===== src/rtl/core/stq_pkg.sv =====
// Shared types, codes and constants of the software timer queue core.
// No dependencies; every other file of the core imports this package.
`timescale 1ns / 1ps

package stq_pkg;

    localparam int TIMER_SLOTS_DEF = 16;
    localparam int JUMP_GUARD      = 10;
    localparam int MAX_FIRES       = 16;
    localparam int FIRE_W          = $clog2(MAX_FIRES + 1);

    localparam logic [1:0] OP_SCHEDULE = 2'd0;
    localparam logic [1:0] OP_RUN      = 2'd1;
    localparam logic [1:0] OP_EXPIRE   = 2'd2;
    localparam logic [1:0] OP_NONE     = 2'd3;

    localparam logic [1:0] KIND_SCHED    = 2'd0;
    localparam logic [1:0] KIND_FIRED    = 2'd1;
    localparam logic [1:0] KIND_RUN_DONE = 2'd2;
    localparam logic [1:0] KIND_EXP_DONE = 2'd3;

    localparam logic [1:0] ST_ADDED   = 2'd0;
    localparam logic [1:0] ST_PRESENT = 2'd1;
    localparam logic [1:0] ST_FULL    = 2'd2;

    localparam logic [4:0] RM_CNT_MAX = 5'd31;

    typedef struct packed {
        logic [1:0]  opcode;
        logic [31:0] now_ticks;
        logic [30:0] delay;
        logic [7:0]  callback_id;
        logic [15:0] context_id;
    } cmd_t;

    typedef struct packed {
        logic [1:0]  kind;
        logic [7:0]  callback_id_out;
        logic [15:0] context_id_out;
        logic [31:0] time_value;
        logic        is_earliest;
        logic        pending;
        logic [1:0]  status;
        logic [4:0]  removed_count;
        logic        last;
    } rsp_t;

    // One stored timer.
    typedef struct packed {
        logic [7:0]  callback_id;
        logic [15:0] context_id;
        logic [31:0] due;
        logic [31:0] set_time;
    } entry_t;

    // Per-slot outcome of the shared compare unit.
    typedef struct packed {
        logic        key_hit;
        logic        ctx_hit;
        logic        earlier;
        logic [31:0] order_key;
    } cmp_res_t;

endpackage


===== src/rtl/core/stq_store.sv =====
// Timer table storage: entry memory with one write and one registered read
// port, plus per-slot valid flags. Depends on stq_pkg.
`timescale 1ns / 1ps

module stq_store
    import stq_pkg::*;
#(
    parameter int TIMER_SLOTS = TIMER_SLOTS_DEF,
    localparam int SLOT_W = (TIMER_SLOTS > 1) ? $clog2(TIMER_SLOTS) : 1
)
(
    input  logic                   clk,
    input  logic                   rst_n,
    input  logic                   wr_en,
    input  logic [SLOT_W-1:0]      wr_idx,
    input  entry_t                 wr_data,
    input  logic [SLOT_W-1:0]      rd_idx,
    output entry_t                 rd_data,
    input  logic                   clr_en,
    input  logic [SLOT_W-1:0]      clr_idx,
    output logic [TIMER_SLOTS-1:0] valid
);

    entry_t mem [TIMER_SLOTS];
    entry_t rd_data_reg;
    logic [TIMER_SLOTS-1:0] valid_reg;

    always_ff @(posedge clk)
    begin
        if (wr_en)
        begin
            mem[wr_idx] <= wr_data;
        end
        rd_data_reg <= mem[rd_idx];
    end

    // A write always claims a free slot, so it never meets a clear.
    always_ff @(posedge clk or negedge rst_n)
    begin
        if (!rst_n)
        begin
            valid_reg <= '0;
        end
        else
        begin
            if (wr_en)
            begin
                valid_reg[wr_idx] <= 1'b1;
            end
            if (clr_en)
            begin
                valid_reg[clr_idx] <= 1'b0;
            end
        end
    end

    assign rd_data = rd_data_reg;
    assign valid   = valid_reg;

endmodule


===== src/rtl/core/stq_cmp.sv =====
// Shared per-slot compare unit: key and context match, and the signed
// distance order key checked against the best key so far. Depends on stq_pkg.
`timescale 1ns / 1ps

module stq_cmp
    import stq_pkg::*;
(
    input  entry_t      ent,
    input  logic [31:0] now_ticks,
    input  logic [7:0]  callback_id,
    input  logic [15:0] context_id,
    input  logic [31:0] best_key,
    output cmp_res_t    res
);

    logic [31:0] due_dist;

    always_comb
    begin
        // Biasing the signed distance lets an unsigned compare order it.
        due_dist      = ent.due - now_ticks;
        res.order_key = due_dist ^ 32'h8000_0000;
        res.earlier   = res.order_key < best_key;
        res.ctx_hit   = ent.context_id == context_id;
        res.key_hit   = res.ctx_hit && (ent.callback_id == callback_id);
    end

endmodule


===== src/rtl/core/software_timer_queue_core.sv =====
// Top level of the software timer queue: command sequencer that walks the
// timer table through the shared compare unit. Depends on stq_pkg,
// stq_store and stq_cmp.
`timescale 1ns / 1ps
//
//  Channel   Ports                 Direction  Transfer rule
//  --------  --------------------  ---------  ---------------------------------
//  command   start, busy, cmd      in         start high while busy is low
//  result    strobe, rsp           out        every cycle that strobe is high
//
//  Schedule, run and expire commands walk all TIMER_SLOTS table entries, one
//  entry per cycle, through the single compare unit; the entry memory read is
//  registered. A run command starts a fresh walk after each timer that
//  fires, and at most MAX_FIRES timers fire in one run. The unused opcode
//  is accepted and produces nothing.
//  Reset clears all valid flags at once; the entry memory is not cleared.
//  Results are shown for exactly one cycle on strobe; the receiver cannot
//  stall them, so busy alone paces the block.

module software_timer_queue_core
    import stq_pkg::*;
#(
    parameter int TIMER_SLOTS = TIMER_SLOTS_DEF
)
(
    input  logic clk,
    input  logic rst_n,
    input  logic start,
    output logic busy,
    input  cmd_t cmd,
    output logic strobe,
    output rsp_t rsp
);

    localparam int SLOT_W = (TIMER_SLOTS > 1) ? $clog2(TIMER_SLOTS) : 1;
    localparam int CNT_W  = $clog2(TIMER_SLOTS + 1);
    localparam logic [CNT_W-1:0]  SLOT_CNT  = CNT_W'(TIMER_SLOTS);
    localparam logic [FIRE_W-1:0] FIRE_LIM  = FIRE_W'(MAX_FIRES);
    localparam logic [31:0]       GUARD     = 32'(JUMP_GUARD);

    typedef enum logic [2:0] {
        S_IDLE,
        S_SCAN,
        S_SCHED_END,
        S_RUN_CHECK,
        S_EXP_END
    } state_t;

    state_t              state_reg;
    cmd_t                cmd_reg;
    logic [CNT_W-1:0]    cnt_reg;
    logic                pipe_vld_reg;
    logic [SLOT_W-1:0]   pipe_idx_reg;
    logic                have_best_reg;
    logic [SLOT_W-1:0]   best_slot_reg;
    logic [31:0]         best_key_reg;
    entry_t              best_ent_reg;
    logic                found_reg;
    logic [SLOT_W-1:0]   found_slot_reg;
    logic                free_reg;
    logic [SLOT_W-1:0]   free_slot_reg;
    logic [4:0]          rm_cnt_reg;
    logic [FIRE_W-1:0]   fires_reg;
    logic                strobe_reg;
    rsp_t                rsp_reg;

    entry_t                 rd_data;
    logic [TIMER_SLOTS-1:0] valid;
    cmp_res_t               res;
    logic                   slot_v;
    logic [30:0]            delay_eff;
    logic [31:0]            when_ticks;
    logic [31:0]            new_key;
    logic                   new_earliest;
    logic [31:0]            guard_base;
    logic                   is_due;
    logic                   fire_ok;
    logic                   wr_en;
    entry_t                 wr_data;
    logic                   clr_en;
    logic [SLOT_W-1:0]      clr_idx;
    logic                   emit;
    logic                   emit_next;
    rsp_t                   rsp_next;

    stq_store #(
        .TIMER_SLOTS (TIMER_SLOTS)
    ) u_store (
        .clk     (clk),
        .rst_n   (rst_n),
        .wr_en   (wr_en),
        .wr_idx  (free_slot_reg),
        .wr_data (wr_data),
        .rd_idx  (cnt_reg[SLOT_W-1:0]),
        .rd_data (rd_data),
        .clr_en  (clr_en),
        .clr_idx (clr_idx),
        .valid   (valid)
    );

    stq_cmp u_cmp (
        .ent         (rd_data),
        .now_ticks   (cmd_reg.now_ticks),
        .callback_id (cmd_reg.callback_id),
        .context_id  (cmd_reg.context_id),
        .best_key    (best_key_reg),
        .res         (res)
    );

    always_comb
    begin
        slot_v     = valid[pipe_idx_reg];
        delay_eff  = (cmd_reg.delay == '0) ? 31'd1 : cmd_reg.delay;
        when_ticks = cmd_reg.now_ticks + {1'b0, delay_eff};
        // The new timer's distance from now is delay_eff, always positive.
        new_key    = {1'b1, delay_eff};
        new_earliest = !have_best_reg || (new_key < best_key_reg)
                       || ((new_key == best_key_reg) && (free_slot_reg < best_slot_reg));

        // A timer is due once now, seen from the guard point before its set
        // time, has gone past its due time.
        guard_base = best_ent_reg.set_time - GUARD;
        is_due     = (cmd_reg.now_ticks - guard_base) > (best_ent_reg.due - guard_base);
        fire_ok    = have_best_reg && (fires_reg < FIRE_LIM) && is_due;

        wr_en               = (state_reg == S_SCHED_END) && !found_reg && free_reg;
        wr_data.callback_id = cmd_reg.callback_id;
        wr_data.context_id  = cmd_reg.context_id;
        wr_data.due         = when_ticks;
        wr_data.set_time    = cmd_reg.now_ticks;

        clr_en  = ((state_reg == S_SCAN) && pipe_vld_reg && (cmd_reg.opcode == OP_EXPIRE)
                   && slot_v && res.ctx_hit)
                  || ((state_reg == S_RUN_CHECK) && fire_ok);
        clr_idx = (state_reg == S_RUN_CHECK) ? best_slot_reg : pipe_idx_reg;
    end

    // Result assembly; fields that mean nothing for a kind stay zero.
    always_comb
    begin
        rsp_next  = '0;
        emit_next = 1'b0;
        unique case (state_reg)
            S_SCHED_END:
            begin
                emit_next                = 1'b1;
                rsp_next.kind            = KIND_SCHED;
                rsp_next.callback_id_out = cmd_reg.callback_id;
                rsp_next.context_id_out  = cmd_reg.context_id;
                rsp_next.time_value      = when_ticks;
                rsp_next.last            = 1'b1;
                priority if (found_reg)
                begin
                    rsp_next.status      = ST_PRESENT;
                    rsp_next.is_earliest = best_slot_reg == found_slot_reg;
                end
                else if (!free_reg)
                begin
                    rsp_next.status = ST_FULL;
                end
                else
                begin
                    rsp_next.status      = ST_ADDED;
                    rsp_next.is_earliest = new_earliest;
                end
            end
            S_RUN_CHECK:
            begin
                emit_next = 1'b1;
                priority if (fire_ok)
                begin
                    rsp_next.kind            = KIND_FIRED;
                    rsp_next.callback_id_out = best_ent_reg.callback_id;
                    rsp_next.context_id_out  = best_ent_reg.context_id;
                    rsp_next.time_value      = best_ent_reg.due;
                end
                else if (have_best_reg)
                begin
                    rsp_next.kind       = KIND_RUN_DONE;
                    rsp_next.time_value = best_ent_reg.due;
                    rsp_next.pending    = 1'b1;
                    rsp_next.last       = 1'b1;
                end
                else
                begin
                    rsp_next.kind = KIND_RUN_DONE;
                    rsp_next.last = 1'b1;
                end
            end
            S_EXP_END:
            begin
                emit_next              = 1'b1;
                rsp_next.kind          = KIND_EXP_DONE;
                rsp_next.removed_count = rm_cnt_reg;
                rsp_next.last          = 1'b1;
            end
            default:
            begin
                emit_next = 1'b0;
            end
        endcase
        emit = emit_next;
    end

    always_ff @(posedge clk or negedge rst_n)
    begin
        if (!rst_n)
        begin
            state_reg     <= S_IDLE;
            cnt_reg       <= '0;
            pipe_vld_reg  <= 1'b0;
            have_best_reg <= 1'b0;
            found_reg     <= 1'b0;
            free_reg      <= 1'b0;
            rm_cnt_reg    <= '0;
            fires_reg     <= '0;
            strobe_reg    <= 1'b0;
        end
        else
        begin
            strobe_reg   <= emit;
            // A slot read is issued on every walk cycle that still has a slot left.
            pipe_vld_reg <= (state_reg == S_SCAN) && (cnt_reg < SLOT_CNT);
            if (emit)
            begin
                rsp_reg <= rsp_next;
            end

            unique case (state_reg)
                S_IDLE:
                begin
                    if (start)
                    begin
                        cmd_reg       <= cmd;
                        cnt_reg       <= '0;
                        have_best_reg <= 1'b0;
                        found_reg     <= 1'b0;
                        free_reg      <= 1'b0;
                        rm_cnt_reg    <= '0;
                        fires_reg     <= '0;
                        if (cmd.opcode != OP_NONE)
                        begin
                            state_reg <= S_SCAN;
                        end
                    end
                end
                S_SCAN:
                begin
                    // Read of the next slot is in flight while the previous
                    // slot's data goes through the compare unit.
                    if (cnt_reg < SLOT_CNT)
                    begin
                        pipe_idx_reg <= cnt_reg[SLOT_W-1:0];
                        cnt_reg      <= cnt_reg + 1'b1;
                    end
                    if (pipe_vld_reg)
                    begin
                        // Strictly earlier only, so ties keep the lower slot.
                        if (slot_v && (!have_best_reg || res.earlier))
                        begin
                            have_best_reg <= 1'b1;
                            best_slot_reg <= pipe_idx_reg;
                            best_key_reg  <= res.order_key;
                            best_ent_reg  <= rd_data;
                        end
                        if (slot_v && res.key_hit && !found_reg)
                        begin
                            found_reg      <= 1'b1;
                            found_slot_reg <= pipe_idx_reg;
                        end
                        if (!slot_v && !free_reg)
                        begin
                            free_reg      <= 1'b1;
                            free_slot_reg <= pipe_idx_reg;
                        end
                        if (clr_en && (rm_cnt_reg != RM_CNT_MAX))
                        begin
                            rm_cnt_reg <= rm_cnt_reg + 1'b1;
                        end
                    end
                    if (cnt_reg == SLOT_CNT)
                    begin
                        unique case (cmd_reg.opcode)
                            OP_SCHEDULE: state_reg <= S_SCHED_END;
                            OP_RUN:      state_reg <= S_RUN_CHECK;
                            default:     state_reg <= S_EXP_END;
                        endcase
                    end
                end
                S_SCHED_END:
                begin
                    state_reg <= S_IDLE;
                end
                S_RUN_CHECK:
                begin
                    if (fire_ok)
                    begin
                        // The fired slot is cleared now; walk the table again.
                        cnt_reg       <= '0;
                        have_best_reg <= 1'b0;
                        fires_reg     <= fires_reg + 1'b1;
                        state_reg     <= S_SCAN;
                    end
                    else
                    begin
                        state_reg <= S_IDLE;
                    end
                end
                S_EXP_END:
                begin
                    state_reg <= S_IDLE;
                end
                default:
                begin
                    state_reg <= S_IDLE;
                end
            endcase
        end
    end

    assign busy   = state_reg != S_IDLE;
    assign strobe = strobe_reg;
    assign rsp    = rsp_reg;

    // The final transfer of a command coincides with the block going idle.
    a_last_idle: assert property (@(posedge clk) disable iff (!rst_n)
        strobe && rsp.last |-> !busy)
        else $error("final result while still busy");

    // A fired timer is always followed by more work on the same run.
    a_fired_busy: assert property (@(posedge clk) disable iff (!rst_n)
        strobe && !rsp.last |-> busy && (rsp.kind == KIND_FIRED))
        else $error("non-final result that is not a fired timer");

    // A valid command always enters the table walk.
    a_start_walk: assert property (@(posedge clk) disable iff (!rst_n)
        start && !busy && (cmd.opcode != OP_NONE) |=> busy)
        else $error("accepted command did not start");

    a_fire_limit: assert property (@(posedge clk) disable iff (!rst_n)
        fires_reg <= FIRE_LIM)
        else $error("fire count beyond limit");

    a_sched_status: assert property (@(posedge clk) disable iff (!rst_n)
        strobe && (rsp.kind == KIND_SCHED)
        |-> ((rsp.status == ST_ADDED) || (rsp.status == ST_PRESENT)
             || (rsp.status == ST_FULL)) && !rsp.pending)
        else $error("bad schedule answer");

endmodule

===== config.mk =====
export PLATFORM = sky130hd
export DESIGN_NAME = software_timer_queue_core
export DESIGN_NICKNAME = d
export VERILOG_FILES = /design/src/rtl/core/stq_pkg.sv /design/src/rtl/core/stq_store.sv /design/src/rtl/core/stq_cmp.sv /design/src/rtl/core/software_timer_queue_core.sv
export SDC_FILE = /design/constraint.sdc
export NUM_CORES = 2
export LEC_CHECK = 0
export ABC_AREA = 1
export BUFFER_PORTS_ARGS = -buffer_cell sky130_fd_sc_hd__buf_2
export CAP_MARGIN = 15
export CORE_AREA = 2 2 286 429
export CTS_CLUSTER_DIAMETER = 60
export DETAILED_ROUTE_END_ITERATION = 16
export DIE_AREA = 0 0 288 431
export PLACE_DENSITY = 0.82
export SLEW_MARGIN = 5
export SYNTH_ARGS = -nofsm -noshare
export SYNTH_HDL_FRONTEND = slang
export SYNTH_SLANG_ARGS = --single-unit

===== constraint.sdc =====
create_clock -name clk -period 21.1 [get_ports clk]
set_input_delay 6.33 -clock clk [delete_from_list [all_inputs] [get_ports clk]]
set_output_delay 6.33 -clock clk [all_outputs]
set_load 0.03 [all_outputs]

* Yosys cells after proc, flatten, opt, wreduce, memory -nomap -nowiden *
Memory sizes are Yosys's and may differ from the RTL's. A register that Yosys moved wholly into a read port is not among the register bits.
Cells that the tools add are included.

word-level totals
  bits in registers = 332
  input port bits = 92
  output and inout bits = 70
  RAM bits = 1408
  memories kept = 1
  logic and storage cells = 186

operators by class
  reduce and logical (&&, ||, !) cells = 51
  add/sub/neg operators = 8
  bitwise operators = 6
  magnitude comparators = 11
  mux-type cells = 52
  equality and inequality tests = 23

memories
  memory       words  bits a word  read ports  clocked after memory_dff  wr ports  line             text
  u_store.mem  16     88           1           1                         1         stq_store.sv:24  entry_t mem [TIMER_SLOTS];

operators with widths
  cell                                                count
  one-hot mux 56 bit (2 select lines)                 1
  subtractor 32 bit                                   3
  < comparator 32 bit                                 2
  2-to-1 mux 32 bit                                   2
  adder 32 x 31 -> 32 bit                             1
  equality test 32 bit                                1
  > comparator 32 bit                                 1
  2-to-1 mux 16 bit                                   2
  subtractor 32 x 4 -> 32 bit, second input constant  1
  zero test 31 bit                                    1
  2-to-1 mux 31 bit                                   1
  2-to-1 mux 5 bit                                    6
  AND reduction 4 bit                                 7
  2-to-1 mux 24 bit                                   1
  2-to-1 mux 1 bit                                    20
  one-hot mux 5 bit (2 select lines)                  2
  logical AND 1 bit                                   19
  AND 16 bit                                          1
  equality test 16 bit                                1
  inverter 16 bit                                     1
  OR 16 bit                                           1
  adder 5 x 1 -> 5 bit, second input constant         3
  < comparator 4 x 5 -> 1 bit, second input constant  3
  one-hot mux 5 bit (3 select lines)                  1
  36 further kinds                                    69

* Logic depth before layout (Yosys ltp) *
  word-level depth = 10
  mapped depth = 36
  mapped depth without buffers = 36

* Cells and area by module *
A second synthesis with hierarchy kept.

unflattened totals
  cells, all modules = 8650
  area, all modules = 85301.8 sq um

by module, submodules not included
  module                     times used  seq. area each (sq um)  cells each  area an instance (sq um)
  stq_store                  1           44442.6                 5852        62369.8
  software_timer_queue_core  1           9374.0                  2084        19263.5
  stq_cmp                    1           0.0                     714         3668.5

* Worst setup path after synthesis *
No wires, ideal clock.

  kind = input to register
  start point = input port rst_n
  end point = register best_ent_reg[0] (netlist bit), enable pin
  path buffers = 0
  path slack = 8.035 ns
  setup time = 0.649 ns
  required time = 20.451 ns
  arrival = 12.417 ns
  cell stages on the path = 2
  path through = nand4_1 > a21oi_1

between the ends
  word-level cells in the longest chain between the ends = 1

RTL lines
  element                        line                              text
  start, declared                software_timer_queue_core.sv:27   input logic rst_n,
  AND reduction 4 bit (no line)  --
  end signal, assigned           software_timer_queue_core.sv:264  best_ent_reg <= rd_data;
  end, declared                  software_timer_queue_core.sv:57   entry_t best_ent_reg;

Every way passes these cells.
A chain may end at the register's enable or synchronous reset.

* Final worst setup path *
  start point = input port rst_n
  end point = register best_ent_reg[25] (netlist bit), enable pin

The elaborated chain is that of the path after synthesis.

==> impl_metrics.py <==
metrics = {
    "status": {
        "status": "complete, no violations",
    },
    "pwr": {
        "p_clk_share_pct": 24.6,
        "seqPwrFrac_pct": 41.9,
        "pwr_density_cell_nw_per_um2": 141,
        "p_leak_nw": 30.6,
        "fin_total_pwr_mw": 12.1,
        "internal_power_mw": 7.53,
        "netSwitchingFraction_pct": 37.8,
        "power_switching_mw": 4.58,
        "power_frac_comb_pct": 33.6,
        "peakVddDrop_v": 0.000129,
    },
    "grt": {
        "grt_pass1_wl_um": 329000,
        "gr-total-overflow": 0,
        "grt_pass1_vias": 54400,
        "antenna_found_initial": 4,
        "grt_use_total_pct": 36.5,
        "grt_max_degree": 227,
    },
    "logic_synthesis": {
        "syn_area_per_cell_um2": 11.9,
        "synth-edff-count": 1701,
        "netlist_top_cells_area": "edfxtp_1 (66%), o21ai_0 (5.3%), nor2_1 (4.5%)",
        "yosysTopAreaCellShare_pct": 65.6,
        "async_flop_share_pct": 2.13,
        "syn-num-nets": 6864,
        "syn-cell-area_um2": 77800,
        "yosysTopAreaCell": "edfxtp_1",
        "synth.distinct_cells": 57,
        "synth_seq_area_share_pct": 69.2,
        "yosys_warnings": 0,
        "synthFlopType": "edfxtp_1",
        "synth_cells": 6552,
        "synth.most_common_cell": "edfxtp_1",
        "ys_seq_elements": 1828,
        "ys_top_cells_by_count": "edfxtp_1 (1701), nor2_1 (941), nand2_1 (883)",
    },
    "route": {
        "drcViolationCount": 0,
        "viasPerCell": 6.55,
        "wirelength_um": 227000,
        "ant_nets": 0,
        "vias": 54900,
        "drtIter0Drc": 7514,
        "drtPass1Iterations": 8,
        "wl_per_cell_um": 27.1,
    },
    "cells_and_area": {
        "largest_reg_flops": 1408,
        "num-nets-final": 6976,
        "fillCellCount": 7785,
        "stdcell_count": 8386,
        "area_growth_pct": 10.3,
        "seqCellArea_um2": 53800,
        "layout-drive-gt1-share_pct": 9.07,
        "multiInputGateArea_um2": 21900,
    },
    "critical_path": {
        "cp.depth": 6,
        "cp_max_fo": 63,
        "crit_buf_inv": 4,
        "slowest_stage": "buf_4",
        "crit_family": "buffers and inverters",
        "r2r_slack_ns": 13.67,
        "max_stage_delay_ns": 0.85,
        "path_cells": "buf_2 -> buf_4 -> nand4_1 -> a21oi_4 -> buf_4 -> buf_4",
        "rr_worst_depth": 30,
        "worstPathRequired_ns": 21.53,
        "worstPathArrival_ns": 9.06,
        "r2r_start": "best_ent_reg[1]",
        "worstSetupEndpointType": "register",
        "worst-setup-path-type": "in -> reg",
        "r2r_end": "rm_cnt_reg[4]",
        "cp-start-kind": "primary input",
        "crit_top_cell": "buf_4",
    },
    "clock_tree": {
        "cts.repair.resized": 0,
        "clk_pin_slew_ns": 0.06,
        "root_buffer": "clkbuf_16",
        "ctsHoldBuffers": 0,
        "insertion_delay_ns": 0.82,
        "clock_path_buffers": 3,
        "cts_sinks": 1828,
        "htree_levels": 4,
        "cts-buffers-inserted": 159,
        "cts_tree": "yes",
        "postCtsSetupBuffers": 0,
    },
    "sta": {
        "skew_ns": 0.0259,
        "rsz0062_at_grt": "no",
        "hold_ws_ns": 0.403,
        "setup_ws_ns": 12.48,
        "worst_slew_pin_slew_ns": 1.27,
        "final_max_slew_viol_count": 0,
        "relSlewSlack_pct": 15.1,
        "hold_violations": 0,
        "max_freq_mhz": 116,
        "fin_crit_ns": 8.62,
        "setup_violations": 0,
        "tns_ns": 0,
        "fin_crit_sh_pct": 40.9,
    },
    "min_path": {
        "hold_path_end": "best_ent_reg[18]",
        "hold_class": "reg -> reg",
        "holdPathStages": 0,
        "holdCritStartpoint": "u_store.rd_data[18]",
    },
    "flow_run": {
        "cap_violations": 0,
    },
    "die": {
        "fp.dieH_um": 431,
        "start_util_pct": 64.7,
        "die_x_um": 288,
        "fp.dieArea_um2": 124000,
        "core-area_um2": 120000,
        "io_pins": 162,
        "rows": 156,
    },
    "placed_design": {
        "dp_cells": 8083,
        "dp_slack_ns": 11.72,
        "gp_congestion": 1.03,
        "io_buffers": 161,
        "post-dp-hpwl_um": 137000,
    },
}
==> power groups by stage <==
stage / combinational, mW / sequential, mW / clock (mW)
global route: 4.40 / 5.08 / 3.10
detailed placement: 3.91 / 5.13 / 0
global placement: 3.79 / 5.11 / 0
CTS: 3.95 / 5.05 / 2.98
finish: 4.06 / 5.07 / 2.97
floorplan: 2.54 / 5.04 / 0
==> final cells by class <==
class                      count  share of cell area, %
antenna                        5                 0.0146
clock buffer                 214                   5.08
clock inverter                84                   1.14
inverter                     309                   1.37
multi-input combinational   4097                   25.5
sequential                  1828                   62.7
tap                         1580                   2.30
timing repair buffer         269                   1.93
==> per-stage QoR <==
| stage | area, um^2 | util, % |
|---|---|---|
| final | 85900 | 71.4 |
| after global placement | 80500 | 66.9 |
| after floorplan | 77800 | - |
| after detailed placement | 80500 | 66.9 |
| after global routing | 85900 | 71.4 |
| after CTS | 85800 | 71.4 |
==> how the worst max path moves through the flow <==
stage,from,endpoint
after floorplan,rst_n,best_ent_reg[0]
after global placement,rst_n,best_key_reg[28]
after detailed placement,rst_n,best_key_reg[28]
after CTS,rst_n,best_ent_reg[29]
after global routing,rst_n,best_ent_reg[24]
final,rst_n,best_ent_reg[25]
==> placed cells by master, fill, tap and decap left out, types with 8 or more instances in the layout <==
cell	Yosys	layout
buf_2	7	161
o211ai_1	10	10
nor2_4	3	24
ha_1	216	216
clkbuf_1	289	37
clkinv_2	0	24
a22o_1	16	16
inv_6	0	8
a21oi_1	191	189
nand3_1	125	125
clkbuf_8	0	18
nand2_2	22	22
clkinv_1	1	20
nor4_1	20	20
buf_4	0	105
nor3_1	40	40
xnor2_1	49	44
clkbuf_16	0	159
inv_1	301	300
dfrtp_1	39	37
nand2_1	883	883
o21ai_0	831	831
a31oi_1	20	20
nand3b_1	10	10
a21o_1	13	13
nor2_1	941	920
or2_2	8	8
edfxtp_1	1701	1701
o21bai_1	13	13
dfxtp_1	88	88
nor2_2	16	16
bufinv_16	0	13
o22ai_1	356	356
nand4_1	138	138
xor2_1	103	99
and2_1	8	8
==> routing by layer <==
metal	share of wire, %	GRT usage [%]	wire length [um]	vias to the layer above
li1	-	-	-	23900
met1	34	44.0	76300	26600
met2	49	59.9	111000	3665
met3	10	6.51	22900	808
met4	7.5	25.3	17000	2
met5	0.0057	0	13	-
==> kinds of logic after synthesis <==
logic type / Yosys count / synth area share, %
xor gates and xnor gates: 152 / 1.71
DFF: 1828 / 69.2
buffers and inverters: 627 / 3.05
adders and majority gates: 220 / 3.58
and+or+nand+nor: 2231 / 11.9
AOI/OAI and AO/OA: 1494 / 10.6
Power figures use the tool's default switching activity.
